### src/rtl/core/countdown_timer_motion_watchdog_unit_defines.svh
// Assertion helpers used by countdown_timer_motion_watchdog_unit.sv.
`ifndef COUNTDOWN_TIMER_MOTION_WATCHDOG_UNIT_DEFINES_SVH
`define COUNTDOWN_TIMER_MOTION_WATCHDOG_UNIT_DEFINES_SVH

`ifndef SYNTHESIS

// Check with reset disable.
`define CTWD_ASSERT(label, clk, rst, prop, msg) \
   label: assert property (@(posedge clk) disable iff (rst) prop) else $error(msg);

// Check that also holds during reset.
`define CTWD_ASSERT_ALWAYS(label, clk, prop, msg) \
   label: assert property (@(posedge clk) prop) else $error(msg);

`else

`define CTWD_ASSERT(label, clk, rst, prop, msg)
`define CTWD_ASSERT_ALWAYS(label, clk, prop, msg)

`endif

`endif

### src/rtl/core/ctwd_pkg.sv
`default_nettype none

package ctwd_pkg;

   localparam int CSR_INDEX_W = 3;
   localparam int CSR_DATA_W  = 8;
   localparam int DISPLAY_W   = 14;

   // Request commands
   localparam logic [1:0] CMD_TICK  = 2'd0;
   localparam logic [1:0] CMD_START = 2'd1;
   localparam logic [1:0] CMD_STOP  = 2'd2;

   // Register indexes
   localparam logic [CSR_INDEX_W-1:0] CSR_PRESET_HOURS_TENS   = 3'd0;
   localparam logic [CSR_INDEX_W-1:0] CSR_PRESET_HOURS_ONES   = 3'd1;
   localparam logic [CSR_INDEX_W-1:0] CSR_PRESET_MINUTES_TENS = 3'd2;
   localparam logic [CSR_INDEX_W-1:0] CSR_PRESET_MINUTES_ONES = 3'd3;
   localparam logic [CSR_INDEX_W-1:0] CSR_BUZZER_LENGTH       = 3'd4;

   localparam logic [3:0] DIGIT_TOP        = 4'd9;
   localparam logic [2:0] MINUTES_TENS_TOP = 3'd5;
   localparam logic [5:0] SECONDS_TOP      = 6'd59;
   localparam logic [7:0] BUZZER_LENGTH_RESET = 8'd120;

   typedef struct packed {
      logic [3:0] hours_tens;
      logic [3:0] hours_ones;
      logic [2:0] minutes_tens;
      logic [3:0] minutes_ones;
   } time_digits_type;

   localparam time_digits_type DIGITS_RESET = '{
      hours_tens: 4'd1, hours_ones: 4'd2, minutes_tens: 3'd3, minutes_ones: 4'd4
   };

endpackage

`default_nettype wire

### src/rtl/core/ctwd_req_if.sv
`default_nettype none

interface ctwd_req_if;
   logic       valid;
   logic       ready;
   logic [1:0] cmd;
   logic       sensor_level;

   modport source (output valid, output cmd, output sensor_level, input ready);
   modport sink   (input valid, input cmd, input sensor_level, output ready);
endinterface

`default_nettype wire

### src/rtl/core/ctwd_rsp_if.sv
`default_nettype none

interface ctwd_rsp_if;
   logic                           valid;
   logic                           ready;
   logic [ctwd_pkg::DISPLAY_W-1:0] display_value;
   logic                           running;
   logic                           buzzer_on;
   logic                           colon_on;
   logic                           motion_fault;
   logic                           finished;

   modport source (output valid, output display_value, output running, output buzzer_on,
                   output colon_on, output motion_fault, output finished, input ready);
   modport sink   (input valid, input display_value, input running, input buzzer_on,
                   input colon_on, input motion_fault, input finished, output ready);
endinterface

`default_nettype wire

### src/rtl/core/ctwd_bcd_to_bin.sv
`default_nettype none

// HH:MM digits to the binary value of the decimal number HHMM.
module ctwd_bcd_to_bin (
   input  ctwd_pkg::time_digits_type      digits,
   output logic [ctwd_pkg::DISPLAY_W-1:0] value
);

   localparam int W = ctwd_pkg::DISPLAY_W;

   logic [W-1:0] thousands;
   logic [W-1:0] hundreds;
   logic [W-1:0] tens;
   logic [W-1:0] ones;

   assign thousands = W'(digits.hours_tens) * W'(1000);
   assign hundreds  = W'(digits.hours_ones) * W'(100);
   assign tens      = W'(digits.minutes_tens) * W'(10);
   assign ones      = W'(digits.minutes_ones);

   assign value = thousands + hundreds + tens + ones;

endmodule

`default_nettype wire

### src/rtl/core/countdown_timer_motion_watchdog_unit.sv
// Response: a request accepted at a clock edge has its response valid after that edge.
// Throughput: one request per cycle while the response side is ready; the single response register
// refills in the cycle it is taken, and back-pressure on it stalls new requests.
// Reset: synchronous, active high; presets return to 12:34 and buzzer length 120,
// the countdown is stopped and the response register is emptied.
`default_nettype none
`include "countdown_timer_motion_watchdog_unit_defines.svh"

module countdown_timer_motion_watchdog_unit (
   input  logic                               clock,
   input  logic                               reset,
   ctwd_req_if.sink                           req_chan,
   ctwd_rsp_if.source                         rsp_chan,
   input  logic                               csr_we,
   input  logic [ctwd_pkg::CSR_INDEX_W-1:0]   csr_index,
   input  logic [ctwd_pkg::CSR_DATA_W-1:0]    csr_data
);

   // configuration
   ctwd_pkg::time_digits_type preset_ff;
   logic [7:0]                buzzer_length_ff;

   // countdown state
   ctwd_pkg::time_digits_type digits_ff, digits_in;
   logic [5:0] seconds_ff, seconds_in;
   logic       run_ff, run_in;
   logic       motion_seen_ff, motion_seen_in;
   logic       last_level_ff, last_level_in;
   logic       alarm_ff, alarm_in;
   logic [7:0] alarm_ticks_ff, alarm_ticks_in;
   logic       buzzer_ff, buzzer_in;
   logic       colon_ff, colon_in;
   logic       fault_in, done_in;

   // response register
   logic                           rsp_valid_ff;
   logic [ctwd_pkg::DISPLAY_W-1:0] display_ff, display_in;
   logic                           fault_ff, done_ff;
   logic                           rsp_run_ff, rsp_buzzer_ff, rsp_colon_ff;

   logic accept;
   logic time_zero;

   assign req_chan.ready = !rsp_valid_ff || rsp_chan.ready;
   assign accept         = req_chan.valid && req_chan.ready;

   assign time_zero = (digits_ff == '0) && (seconds_ff == '0);

   always_ff @(posedge clock) begin
      if (reset) begin
         preset_ff        <= ctwd_pkg::DIGITS_RESET;
         buzzer_length_ff <= ctwd_pkg::BUZZER_LENGTH_RESET;
      end else if (csr_we) begin
         case (csr_index)
            ctwd_pkg::CSR_PRESET_HOURS_TENS: begin
               preset_ff.hours_tens <= (csr_data[3:0] > ctwd_pkg::DIGIT_TOP) ?
                                       ctwd_pkg::DIGIT_TOP : csr_data[3:0];
            end
            ctwd_pkg::CSR_PRESET_HOURS_ONES: begin
               preset_ff.hours_ones <= (csr_data[3:0] > ctwd_pkg::DIGIT_TOP) ?
                                       ctwd_pkg::DIGIT_TOP : csr_data[3:0];
            end
            ctwd_pkg::CSR_PRESET_MINUTES_TENS: begin
               preset_ff.minutes_tens <= (csr_data[2:0] > ctwd_pkg::MINUTES_TENS_TOP) ?
                                         ctwd_pkg::MINUTES_TENS_TOP : csr_data[2:0];
            end
            ctwd_pkg::CSR_PRESET_MINUTES_ONES: begin
               preset_ff.minutes_ones <= (csr_data[3:0] > ctwd_pkg::DIGIT_TOP) ?
                                         ctwd_pkg::DIGIT_TOP : csr_data[3:0];
            end
            ctwd_pkg::CSR_BUZZER_LENGTH: begin
               buzzer_length_ff <= csr_data[7:0];
            end
            default: begin
            end
         endcase
      end
   end

   always_comb begin
      digits_in      = digits_ff;
      seconds_in     = seconds_ff;
      run_in         = run_ff;
      motion_seen_in = motion_seen_ff;
      last_level_in  = last_level_ff;
      alarm_in       = alarm_ff;
      alarm_ticks_in = alarm_ticks_ff;
      buzzer_in      = buzzer_ff;
      colon_in       = colon_ff;
      fault_in       = 1'b0;
      done_in        = 1'b0;
      if (accept) begin
         case (req_chan.cmd)
            ctwd_pkg::CMD_START: begin
               if (!run_ff && !alarm_ff) begin
                  digits_in      = preset_ff;
                  seconds_in     = '0;
                  run_in         = 1'b1;
                  motion_seen_in = 1'b1;
               end
            end
            ctwd_pkg::CMD_STOP: begin
               run_in = 1'b0;
            end
            ctwd_pkg::CMD_TICK: begin
               if (alarm_ff) begin
                  // buzzer phase: ticks sound the buzzer, no counting
                  buzzer_in = 1'b1;
                  if (alarm_ticks_ff >= buzzer_length_ff) begin
                     buzzer_in      = 1'b0;
                     alarm_in       = 1'b0;
                     alarm_ticks_in = '0;
                  end else begin
                     alarm_ticks_in = alarm_ticks_ff + 8'd1;
                  end
               end else if (run_ff) begin
                  if (!motion_seen_ff && (req_chan.sensor_level != last_level_ff)) begin
                     motion_seen_in = 1'b1;
                     last_level_in  = req_chan.sensor_level;
                  end
                  if (time_zero) begin
                     alarm_in = 1'b1;
                     run_in   = 1'b0;
                     done_in  = 1'b1;
                  end else if (seconds_ff == '0) begin
                     // minute boundary: watchdog check, then borrow through digits
                     seconds_in = ctwd_pkg::SECONDS_TOP;
                     if (!motion_seen_in) begin
                        alarm_in = 1'b1;
                        run_in   = 1'b0;
                        fault_in = 1'b1;
                     end
                     motion_seen_in = 1'b0;
                     if (digits_ff.minutes_ones == '0) begin
                        digits_in.minutes_ones = ctwd_pkg::DIGIT_TOP;
                        if (digits_ff.minutes_tens == '0) begin
                           digits_in.minutes_tens = ctwd_pkg::MINUTES_TENS_TOP;
                           if (digits_ff.hours_ones == '0) begin
                              digits_in.hours_ones = ctwd_pkg::DIGIT_TOP;
                              if (digits_ff.hours_tens == '0) begin
                                 digits_in.hours_tens = ctwd_pkg::DIGIT_TOP;
                              end else begin
                                 digits_in.hours_tens = digits_ff.hours_tens - 4'd1;
                              end
                           end else begin
                              digits_in.hours_ones = digits_ff.hours_ones - 4'd1;
                           end
                        end else begin
                           digits_in.minutes_tens = digits_ff.minutes_tens - 3'd1;
                        end
                     end else begin
                        digits_in.minutes_ones = digits_ff.minutes_ones - 4'd1;
                     end
                  end else begin
                     seconds_in = seconds_ff - 6'd1;
                  end
                  colon_in = !colon_ff;
               end
            end
            default: begin
            end
         endcase
      end
   end

   ctwd_bcd_to_bin u_bcd_to_bin (
      .digits (digits_in),
      .value  (display_in)
   );

   always_ff @(posedge clock) begin
      if (reset) begin
         digits_ff      <= ctwd_pkg::DIGITS_RESET;
         seconds_ff     <= '0;
         run_ff         <= 1'b0;
         motion_seen_ff <= 1'b1;
         last_level_ff  <= 1'b0;
         alarm_ff       <= 1'b0;
         alarm_ticks_ff <= '0;
         buzzer_ff      <= 1'b0;
         colon_ff       <= 1'b0;
         rsp_valid_ff   <= 1'b0;
      end else begin
         digits_ff      <= digits_in;
         seconds_ff     <= seconds_in;
         run_ff         <= run_in;
         motion_seen_ff <= motion_seen_in;
         last_level_ff  <= last_level_in;
         alarm_ff       <= alarm_in;
         alarm_ticks_ff <= alarm_ticks_in;
         buzzer_ff      <= buzzer_in;
         colon_ff       <= colon_in;
         if (accept) begin
            rsp_valid_ff <= 1'b1;
         end else if (rsp_chan.ready) begin
            rsp_valid_ff <= 1'b0;
         end
      end
   end

   always_ff @(posedge clock) begin
      if (accept) begin
         display_ff    <= display_in;
         rsp_run_ff    <= run_in;
         rsp_buzzer_ff <= buzzer_in;
         rsp_colon_ff  <= colon_in;
         fault_ff      <= fault_in;
         done_ff       <= done_in;
      end
   end

   assign rsp_chan.valid         = rsp_valid_ff;
   assign rsp_chan.display_value = display_ff;
   assign rsp_chan.running       = rsp_run_ff;
   assign rsp_chan.buzzer_on     = rsp_buzzer_ff;
   assign rsp_chan.colon_on      = rsp_colon_ff;
   assign rsp_chan.motion_fault  = fault_ff;
   assign rsp_chan.finished      = done_ff;

   `CTWD_ASSERT(a_run_alarm_excl, clock, reset, !(run_ff && alarm_ff), "run and alarm both set")
   `CTWD_ASSERT(a_buzzer_in_alarm, clock, reset, !buzzer_ff || alarm_ff, "buzzer without alarm")
   `CTWD_ASSERT(a_seconds_range, clock, reset, seconds_ff <= ctwd_pkg::SECONDS_TOP, "seconds range")
   `CTWD_ASSERT(a_alarm_rsp, clock, reset, rsp_valid_ff && (fault_ff || done_ff) |-> alarm_ff && !rsp_run_ff, "alarm response without alarm state")
   `CTWD_ASSERT(a_stop_clears, clock, reset, accept && (req_chan.cmd == ctwd_pkg::CMD_STOP) |=> !run_ff, "stop did not clear run")

endmodule

`default_nettype wire
### src/flat_wrapper.sv
// flat-port wrapper written by rule: the top's interface ports become plain ports
module countdown_timer_motion_watchdog_unit_flat 
  (clock, reset, csr_we, csr_index, csr_data, req_chan_valid, req_chan_cmd, req_chan_sensor_level, req_chan_ready, rsp_chan_valid, rsp_chan_display_value, rsp_chan_running, rsp_chan_buzzer_on, rsp_chan_colon_on, rsp_chan_motion_fault, rsp_chan_finished, rsp_chan_ready);
  ctwd_req_if req_chan_i ();
  ctwd_rsp_if rsp_chan_i ();
  input  logic clock;
  input  logic reset;
  input  logic csr_we;
  input  logic [ctwd_pkg::CSR_INDEX_W-1:0] csr_index;
  input  logic [ctwd_pkg::CSR_DATA_W-1:0] csr_data;
  input wire logic [$bits(req_chan_i.valid)-1:0] req_chan_valid;
  input wire logic [$bits(req_chan_i.cmd)-1:0] req_chan_cmd;
  input wire logic [$bits(req_chan_i.sensor_level)-1:0] req_chan_sensor_level;
  output wire logic [$bits(req_chan_i.ready)-1:0] req_chan_ready;
  output wire logic [$bits(rsp_chan_i.valid)-1:0] rsp_chan_valid;
  output wire logic [$bits(rsp_chan_i.display_value)-1:0] rsp_chan_display_value;
  output wire logic [$bits(rsp_chan_i.running)-1:0] rsp_chan_running;
  output wire logic [$bits(rsp_chan_i.buzzer_on)-1:0] rsp_chan_buzzer_on;
  output wire logic [$bits(rsp_chan_i.colon_on)-1:0] rsp_chan_colon_on;
  output wire logic [$bits(rsp_chan_i.motion_fault)-1:0] rsp_chan_motion_fault;
  output wire logic [$bits(rsp_chan_i.finished)-1:0] rsp_chan_finished;
  input wire logic [$bits(rsp_chan_i.ready)-1:0] rsp_chan_ready;
  assign req_chan_i.valid = req_chan_valid;
  assign req_chan_i.cmd = req_chan_cmd;
  assign req_chan_i.sensor_level = req_chan_sensor_level;
  assign req_chan_ready = req_chan_i.ready;
  assign rsp_chan_valid = rsp_chan_i.valid;
  assign rsp_chan_display_value = rsp_chan_i.display_value;
  assign rsp_chan_running = rsp_chan_i.running;
  assign rsp_chan_buzzer_on = rsp_chan_i.buzzer_on;
  assign rsp_chan_colon_on = rsp_chan_i.colon_on;
  assign rsp_chan_motion_fault = rsp_chan_i.motion_fault;
  assign rsp_chan_finished = rsp_chan_i.finished;
  assign rsp_chan_i.ready = rsp_chan_ready;
  countdown_timer_motion_watchdog_unit u_core (.clock(clock), .reset(reset), .req_chan(req_chan_i), .rsp_chan(rsp_chan_i), .csr_we(csr_we), .csr_index(csr_index), .csr_data(csr_data));
endmodule
### config.mk
export PLATFORM = sky130hd
export DESIGN_NAME = countdown_timer_motion_watchdog_unit_flat
export DESIGN_NICKNAME = d
export VERILOG_FILES = /design/src/rtl/core/ctwd_pkg.sv /design/src/rtl/core/ctwd_req_if.sv /design/src/rtl/core/ctwd_rsp_if.sv /design/src/rtl/core/ctwd_bcd_to_bin.sv /design/src/rtl/core/countdown_timer_motion_watchdog_unit.sv /design/src/flat_wrapper.sv
export VERILOG_INCLUDE_DIRS = /design/src /design/src/rtl/core
export SDC_FILE = /design/constraint.sdc
export NUM_CORES = 1
export LEC_CHECK = 0
export BUFFER_PORTS_ARGS = -buffer_cell sky130_fd_sc_hd__clkbuf_2
export CAP_MARGIN = 40
export CORE_MARGIN = 2
export CORE_UTILIZATION = 30
export CTS_CLUSTER_SIZE = 14
export DETAILED_ROUTE_END_ITERATION = 6
export PLACE_DENSITY = 0.53
export SKIP_LAST_GASP = 1
export SYNTH_ARGS = -nofsm -noshare
export SYNTH_HDL_FRONTEND = slang
export SYNTH_SLANG_ARGS = --single-unit
### constraint.sdc
create_clock -name clock -period 7.7 [get_ports clock]
set_input_delay 0.77 -clock clock [delete_from_list [all_inputs] [get_ports clock]]
set_output_delay 0.77 -clock clock [all_outputs]
set_load 0.01 [all_outputs]
* Word-level counts from Yosys, hierarchy flattened
Cells that the tools add are included.
Cells by class: $add $sub $neg 9, multiply operators 3, $lt $le $gt $ge 3, eq/ne operators 11, multiplexer cells 58, bitwise gates (word level) 3, reductions and logical operators 32
Operator list (count):
- two-way mux 15 bit | 6
- two-way mux 1 bit | 33
- two-way mux 6 bit | 5
- case mux 15 bit (2 select lines) | 1
- two-way mux 4 bit | 5
- two-way mux 8 bit | 2
- logical NOT 15 bit | 1
- adder 14 x 11 -> 14 bit | 1
- adder 14 x 4 -> 14 bit | 1
- adder 14 x 7 -> 14 bit | 1
- logical NOT 4 bit | 3
- case mux 6 bit (2 select lines) | 1
- AND reduction 2 bit | 6
- subtractor 4 x 1 -> 4 bit, second input constant | 3
- multiplier 4 x 7 -> 11 bit, second input constant | 1
- two-way mux 11 bit | 1
- AND reduction 5 bit | 2
- multiplier 4 x 5 -> 9 bit, second input constant | 1
- adder 8 x 1 -> 8 bit, second input constant | 1
- greater-or-equal comparator 8 bit | 1
- equality test 3 x 2 -> 1 bit, second input constant | 2
- logical NOT 3 bit | 2
- logical NOT 6 bit | 1
- multiplier 3 x 3 -> 6 bit, second input constant | 1
- other kinds (24) | 37
Storage, ports and cells: bits in registers 78, input bits 19, output and inout port bits 21

* Logic depth before layout (Yosys ltp)
Gate-level depths: netlist (run 1).
depth in word-level cells 15, mapped depth 26

* By module
Synthesis (run 1) repeated with hierarchy kept, for this count alone.
Unflattened totals: cells, all modules 618, area total of the unflattened synthesis 5642.9 um2
Modules (own cells, without submodules):
- countdown_timer_motion_watchdog_unit | instances 1, cells an instance 445, area each 4082.7 um2
- ctwd_bcd_to_bin | instances 1, cells an instance 173, area each 1560.2 um2

* Worst setup path before layout (run 1)
No wires, ideal clock.
path type flip-flop to flip-flop, start point register u_core.seconds_ff[0], end point register u_core.display_ff, in the netlist u_core.rsp_chan.display_value[13] (data pin), data arrival time 5.622 ns, data required time 7.438 ns, setup slack 1.815 ns, cell stages (with the launch flop) 24, buffers on the path 0, period minus slack after synthesis 5.885 ns, cells stage by stage dfxtp_1 inv_1 ha_1 nor3b_2 nand4_2 nor4_2 nand3_1 a32o_1 a22oi_1 inv_1 fa_1 fa_1 ha_1 a21o_1 a21oi_1 xnor2_1 ha_1 ha_1 ha_1 o21a_1 nor2_1 a21oi_1 a31oi_1 xor2_1
RTL lines:
- start: declaration | RTL line countdown_timer_motion_watchdog_unit.sv:25 | logic [5:0] seconds_ff, seconds_in;
- start signal: assignment | RTL line countdown_timer_motion_watchdog_unit.sv:185 | seconds_ff <= seconds_in;
- end signal: assignment | RTL line countdown_timer_motion_watchdog_unit.sv:203 | display_ff <= display_in;
- end: declaration | RTL line countdown_timer_motion_watchdog_unit.sv:37 | logic [ctwd_pkg::DISPLAY_W-1:0] display_ff, display_in;

==> results of run 1 <==
## layer usage
metal	vias up	wire length, um
li1	2223	-
met1	2064	5960
met2	94	6240
met3	26	466
met4	0	283
met5	-	0
## cell usage after synthesis, drive strengths merged, types with 5 or more instances
cell / instances / area [sq um]
ha: 65 / 813
dfxtp: 59 / 1180
inv: 52 / 195
nand2: 52 / 198
nor2: 52 / 195
a21oi: 43 / 215
o21ai: 24 / 124
nor2b: 20 / 125
edfxtp: 19 / 571
nand3: 19 / 95.1
fa: 15 / 300
clkbuf: 14 / 52.6
mux2i: 12 / 120
xnor2: 12 / 105
a211oi: 11 / 95.1
nand2b: 11 / 68.8
xor2: 11 / 96.3
nor3: 10 / 66.3
a21o: 6 / 45.0
a31oi: 6 / 37.5
nor3b: 6 / 55.1
a22oi: 5 / 37.5
and3: 5 / 31.3
nand3b: 5 / 37.5
nand4: 5 / 37.5
or2: 5 / 31.3
or3: 5 / 31.3
## final cells by class
class | count | share of cell area (%)
clock inverters | 5 | 0.703
flip-flops and latches | 78 | 28.1
well taps | 229 | 4.60
clock buffers | 11 | 4.42
multi-input cells | 459 | 55.6
repair buffers | 42 | 3.49
inverters | 52 | 3.13
## cell families after synthesis
kind of cell | count (synthesis) | synth area share [%]
buffers and inverters | 70 | 5.00
XOR/XNOR | 23 | 3.68
multiplexers | 13 | 2.40
adder cells (fa/ha/maj) | 80 | 20.3
AO/OA/AOI/OAI | 134 | 16.5
flip-flops | 78 | 32.0
AND/OR/NAND/NOR | 209 | 20.2
## metrics by stage
| step | power (mW) | instances | hold WS, ns | area (sq um) | worst slack [ns] |
|---|---|---|---|---|---|
| after global placement | 1.04 | 860 | 0.448 | 5910 | 1.33 |
| after CTS | 1.50 | 876 | 0.460 | 6230 | 1.12 |
| final | 1.48 | 876 | 0.456 | 6230 | 1.16 |
| after global routing | 1.59 | 876 | 0.497 | 6230 | 0.683 |
| after floorplan | 0.918 | 607 | 0.430 | 5480 | 1.82 |
| after detailed placement | 1.04 | 860 | 0.450 | 5910 | 1.16 |
## where the power goes
part / switching, mW / internal (mW) / leakage, nW / total (mW)
clock network: 0.186 / 0.262 / 0.151 / 0.448
logic: 0.293 / 0.237 / 1.84 / 0.530
registers: 0.0148 / 0.485 / 0.666 / 0.500
## worst max-delay path, stage by stage (launching register included)
cell,delay [ns]
dfxtp_1,0.34
inv_1,0.09
ha_1,0.23
nor3b_2,0.34
nand4_2,0.34
nor4_2,0.43
nand3_1,0.12
a32o_1,0.26
a22oi_1,0.33
inv_1,0.20
fa_1,0.70
fa_1,0.43
ha_1,0.34
a21o_1,0.17
a21oi_1,0.20
xnor2_1,0.14
ha_1,0.25
ha_1,0.30
ha_1,0.35
o21a_1,0.13
nor2_1,0.03
a21oi_1,0.22
a31oi_1,0.14
xor2_1,0.17
## registers in the layout, summed over array words and instances, names as in the netlist, 6 cells and up
name                           flops
u_core.preset_ff                  15
u_core.buzzer_length_ff            8
u_core.rsp_chan.display_value     14
u_core.alarm_ticks_ff              8
u_core.digits_ff                  15
u_core.seconds_ff                  6
## path summary, 6_finish.rpt
kind              depth (start not counted)                                     from  slack [ns]                                           to
hold reg to reg                           2  u_core.buzzer_length_ff[7]$_SDFFE_PP0P_        0.46      u_core.buzzer_length_ff[7]$_SDFFE_PP0P_
hold / removal                            2  u_core.buzzer_length_ff[7]$_SDFFE_PP0P_        0.46      u_core.buzzer_length_ff[7]$_SDFFE_PP0P_
setup reg to reg                         23        u_core.seconds_ff[0]$_SDFFE_PP0P_        1.16  u_core.rsp_chan.display_value[13]$_DFFE_PP_
setup / recovery                         23        u_core.seconds_ff[0]$_SDFFE_PP0P_        1.16  u_core.rsp_chan.display_value[13]$_DFFE_PP_
==> impl_metrics.yaml, run 1 <==
timing:
  layout_min_cycle_time_ns: 6.54
  finClkSkew_ns: 0.0112
  tns_ns: 0
  setup_viol_count_final: 0
  slew_headroom_pct: 48.5
  max_freq_mhz: 153
  worst_pin_slew_ns: 0.764
  hold_violations: 0
  rsz0062_at_grt: "no"
  period_share_pct: 84.9
  drv_slew: 0
synthesis:
  yosys_most_used_dff: "dfxtp_1"
  async_reset_ff_share_pct: 0
  synth_cells: 607
  ys_ff_latch: 78
  syn_area_sq_um: 5480
  synth_edf_count: 19
  synth_nets: 706
  ys_types: 69
  ys_warn_count: 0
  ys_seq_area_share_pct: 32.0
  synth.avg_cell_area_sq_um: 9.03
clocking:
  cts_sinks: 78
  cts_buffers: 9
  root_buffer: "clkbuf_16"
  cts_tree: "built"
  cts.htree.levels: 3
  postCtsSetupBuffers: 0
  max-clock-path-buffers: 2
  insertion_delay_ns: 0.35
  cts_hold_buf: 0
  cts_resized: 0
  path_clk_slew_ns: 0.07
die:
  core_sq_um: 18000
  fp.dieW_um: 139
  die-area_sq_um: 19400
  pin_count: 40
  die_h_um: 139
  initial_utilization_pct: 30.5
  std_cell_rows: 49
critical_path:
  worstPathArrival_ns: 6.64
  critPathCaptureType: "flip-flop"
  start_kind: "flip-flop"
  critPathKind: "flip-flop to flip-flop"
  path_max_fanout: 10
  crit_required_ns: 7.80
layout:
  layout_commonest_cell: "ha_1"
  utilization_pct: 34.7
  area_growth_pct: 13.7
  mostFrequentLayoutCells: "ha_1, dfxtp_1, inv_1, nor2_1, nand2_1"
  regArea_sq_um: 1750
  fin_nets: 741
  fillers: 1828
  drive_gt1_share_pct: 12.2
  n_antenna_cell: 0
  multi_input_area_sq_um: 3460
route:
  ant_nets: 0
  drt_first_pass_iters: 5
  viasPerCell: 5.03
  wl_per_cell_um: 14.8
  vias: 4407
  drc: 0
  first_iter_violations: 249
  wl_um: 12900
pwr:
  peakVddDrop_mv: 0.124
  p_leak_nw: 2.65
  p_per_area_nw_per_um2: 237
global_routing:
  grt_usage_pct: 13.6
  overflow: 0
  grt-busiest-layer: "met2"
  grt_max_degree: 56
  grtUsageMet3_pct: 2.76
  antenna_found_initial: 0
  grt_first_pass_wirelength_um: 21500
  grtUsageMet1_pct: 17.3
  use_met2_pct: 22.8
  grt_pass1_vias: 4408
run:
  drv_cap: 0
placement:
  gp_congestion: 0.883
  hpwl_um: 10000
  io_buffers: 39
min_path:
  worstHoldPathType: "flip-flop to flip-flop"
status:
  status: "completed"
Power figures use the tool's default switching activity.
==> inputs of run 2 (changes only) <==
- PLACE_DENSITY: 0.53 -> 0.55
- clock period: 7.7 -> 5.6 ns (I/O delays scaled with it)
==> run 2 against run 1 <==
Compared with the run above:
- fmax grew 21%
- die area is the same
- clock power grew 31%
- register-to-register slack lost 0.95 ns
- cell count grew 7.9%
- clock skew shrank 0.0012 ns
- sequential share of layout area shrank 3.1 points
- via count grew 5.9%
- worst hold slack lost 0.035 ns
- clock-buffer cell count is the same
- worst setup slack lost 0.95 ns
- first-iteration DRC count grew 5.6%
- critical endpoint unchanged
- highest routed layer unchanged
==> impl_metrics.yaml, run 2 (same netlist as run 1, synthesis figures left out) <==
status:
  status: "completed"
pwr:
  pwr-share-comb_pct: 46.4
  p_total_mw: 2.37
  peakVddDrop_mv: 0.208
  p_leak_nw: 3.00
  internal_power_mw: 1.57
  p_per_area_nw_per_um2: 338
  switching_share_pct: 34.0
  p_seq_share_pct: 28.9
  p_switching_mw: 0.808
  p_clk_share_pct: 24.7
global_routing:
  grt_max_degree: 56
  overflow: 0
  grt_first_pass_wirelength_um: 22900
  grt_usage_pct: 14.7
  antenna_found_initial: 0
  grt_pass1_vias: 4419
timing:
  finClkSkew_ns: 0.0100
  layout_min_cycle_time_ns: 5.39
  setup_ws_ns: 0.209
  max_freq_mhz: 185
  slew_headroom_pct: 54.7
  hold_violations: 0
  drv_slew: 0
  worst_pin_slew_ns: 0.672
  setup_viol_count_final: 0
  period_share_pct: 96.3
  timing.hold.ws_ns: 0.421
route:
  viasPerCell: 4.94
  drc: 0
  drt_first_pass_iters: 5
  wl_per_cell_um: 15.0
  met2_length_um: 6750
  highest_layer: "met4"
  met1_length_um: 6480
  first_iter_violations: 263
  ant_nets: 0
  wl_um: 14200
  wl_met3_um: 632
  vias: 4667
placement:
  gp_congestion: 0.869
  post-place-ws_ns: -0.0794
  io_buffers: 39
  dpl.cell_count: 913
  hpwl_um: 10400
layout:
  layout_commonest_cell: "buf_4"
  instances_no_fill: 945
  mostFrequentLayoutCells: "buf_4, dfxtp_1, ha_1, nand2_1, nor2_1"
  area_growth_pct: 28.1
  fillers: 1833
  fin_nets: 810
  drive_gt1_share_pct: 26.7
  utilization_pct: 39.1
  n_antenna_cell: 0
clocking:
  cts_sinks: 78
  cts.htree.levels: 3
  cts_tree: "built"
  cts_buffers: 9
  max-clock-path-buffers: 2
  path_clk_slew_ns: 0.07
  insertion_delay_ns: 0.35
  root_buffer: "clkbuf_16"
critical_path:
  path_max_fanout: 4
  critPathCaptureType: "flip-flop"
  startpoint: "u_core.digits_ff[7]$_SDFF_PP0_"
  worstPathArrival_ns: 5.49
  start_kind: "flip-flop"
  critPathKind: "flip-flop to flip-flop"
  crit_required_ns: 5.70
  r2r-start: "u_core.digits_ff[7]$_SDFF_PP0_"
die:
  die-area_sq_um: 19400
  core_sq_um: 18000
  die_h_um: 139
  std_cell_rows: 49
  pin_count: 40
  fp.dieW_um: 139
  initial_utilization_pct: 30.5
min_path:
  worstHoldPathType: "input port to flip-flop"
  min-delay-start: "csr_data[6]"
run:
  drv_cap: 0
-- run 2: final timing paths --
check                                                              endpoint  slack (ns)  depth (start not counted)
worst min register to register      u_core.buzzer_length_ff[1]$_SDFFE_PP0P_        0.46                          2
worst max register to register  u_core.rsp_chan.display_value[13]$_DFFE_PP_        0.21                         23
worst min-delay path                u_core.buzzer_length_ff[6]$_SDFFE_PP1P_        0.42                          3
worst max-delay path            u_core.rsp_chan.display_value[13]$_DFFE_PP_        0.21                         23
-- run 2: area by class of cell --
| class | count | area [sq um] | area share (%) |
|---|---|---|---|
| multi-input combinational | 459 | 3740 | 53.2 |
| sequential | 78 | 1760 | 25.0 |
| timing repair buffer | 111 | 751 | 10.7 |
| tap | 229 | 287 | 4.08 |
| clock buffer | 11 | 254 | 3.62 |
| inverter | 52 | 198 | 2.82 |
| clock inverter | 5 | 37.5 | 0.535 |
-- run 2: power groups by stage --
stage               Clock [mW]  Sequential (mW)  Combinational (mW)
finish                   0.587            0.686                1.10
global route             0.630            0.690                1.22
CTS                      0.601            0.687               0.844
detailed placement           0            0.699               0.812
global placement             0            0.697               0.802
floorplan                    0            0.720               0.546
-- run 2: timing repair --
item | in CTS | in global routing
pin swaps | 2 | 29
setup endpoints to repair | 3 | 5
hold buffers | 0 | 0
buffers inserted | 5 | 11
resized for setup | 4 | 53
cloned | 0 | 0
-- run 2: worst max-delay path, stage by stage (launching register included) --
cell and delay (ns):
dfxtp_1 0.31, buf_4 0.14, or3_1 0.40, nor3_4 0.26, nor4_4 0.08, buf_4 0.14, a21o_1 0.15, a32o_2 0.26
a22oi_2 0.21, inv_2 0.07, fa_2 0.55, fa_1 0.46, ha_4 0.30, nor2b_4 0.15, nor2_2 0.06, xnor2_1 0.16
ha_1 0.28, ha_4 0.26, ha_4 0.26, o21a_1 0.18, nor2_2 0.11, a21oi_2 0.05, a31oi_1 0.21, xor2_1 0.10
-- run 2: per-layer routing --
layer,up-vias,track usage [%]
met1,2201,20.3
li1,2356,-
met5,-,0
met3,19,3.90
met4,0,4.94
met2,91,22.5
-- run 2: stage by stage --
| step | setup TNS [ns] | cell area (sq um) |
|---|---|---|
| after floorplan | 0 | 5520 |
| after global placement | -0.0572 | 6340 |
| after detailed placement | -0.0794 | 6340 |
| after CTS | 0 | 6680 |
| after global routing | -0.0854 | 7020 |
| final | 0 | 7020 |
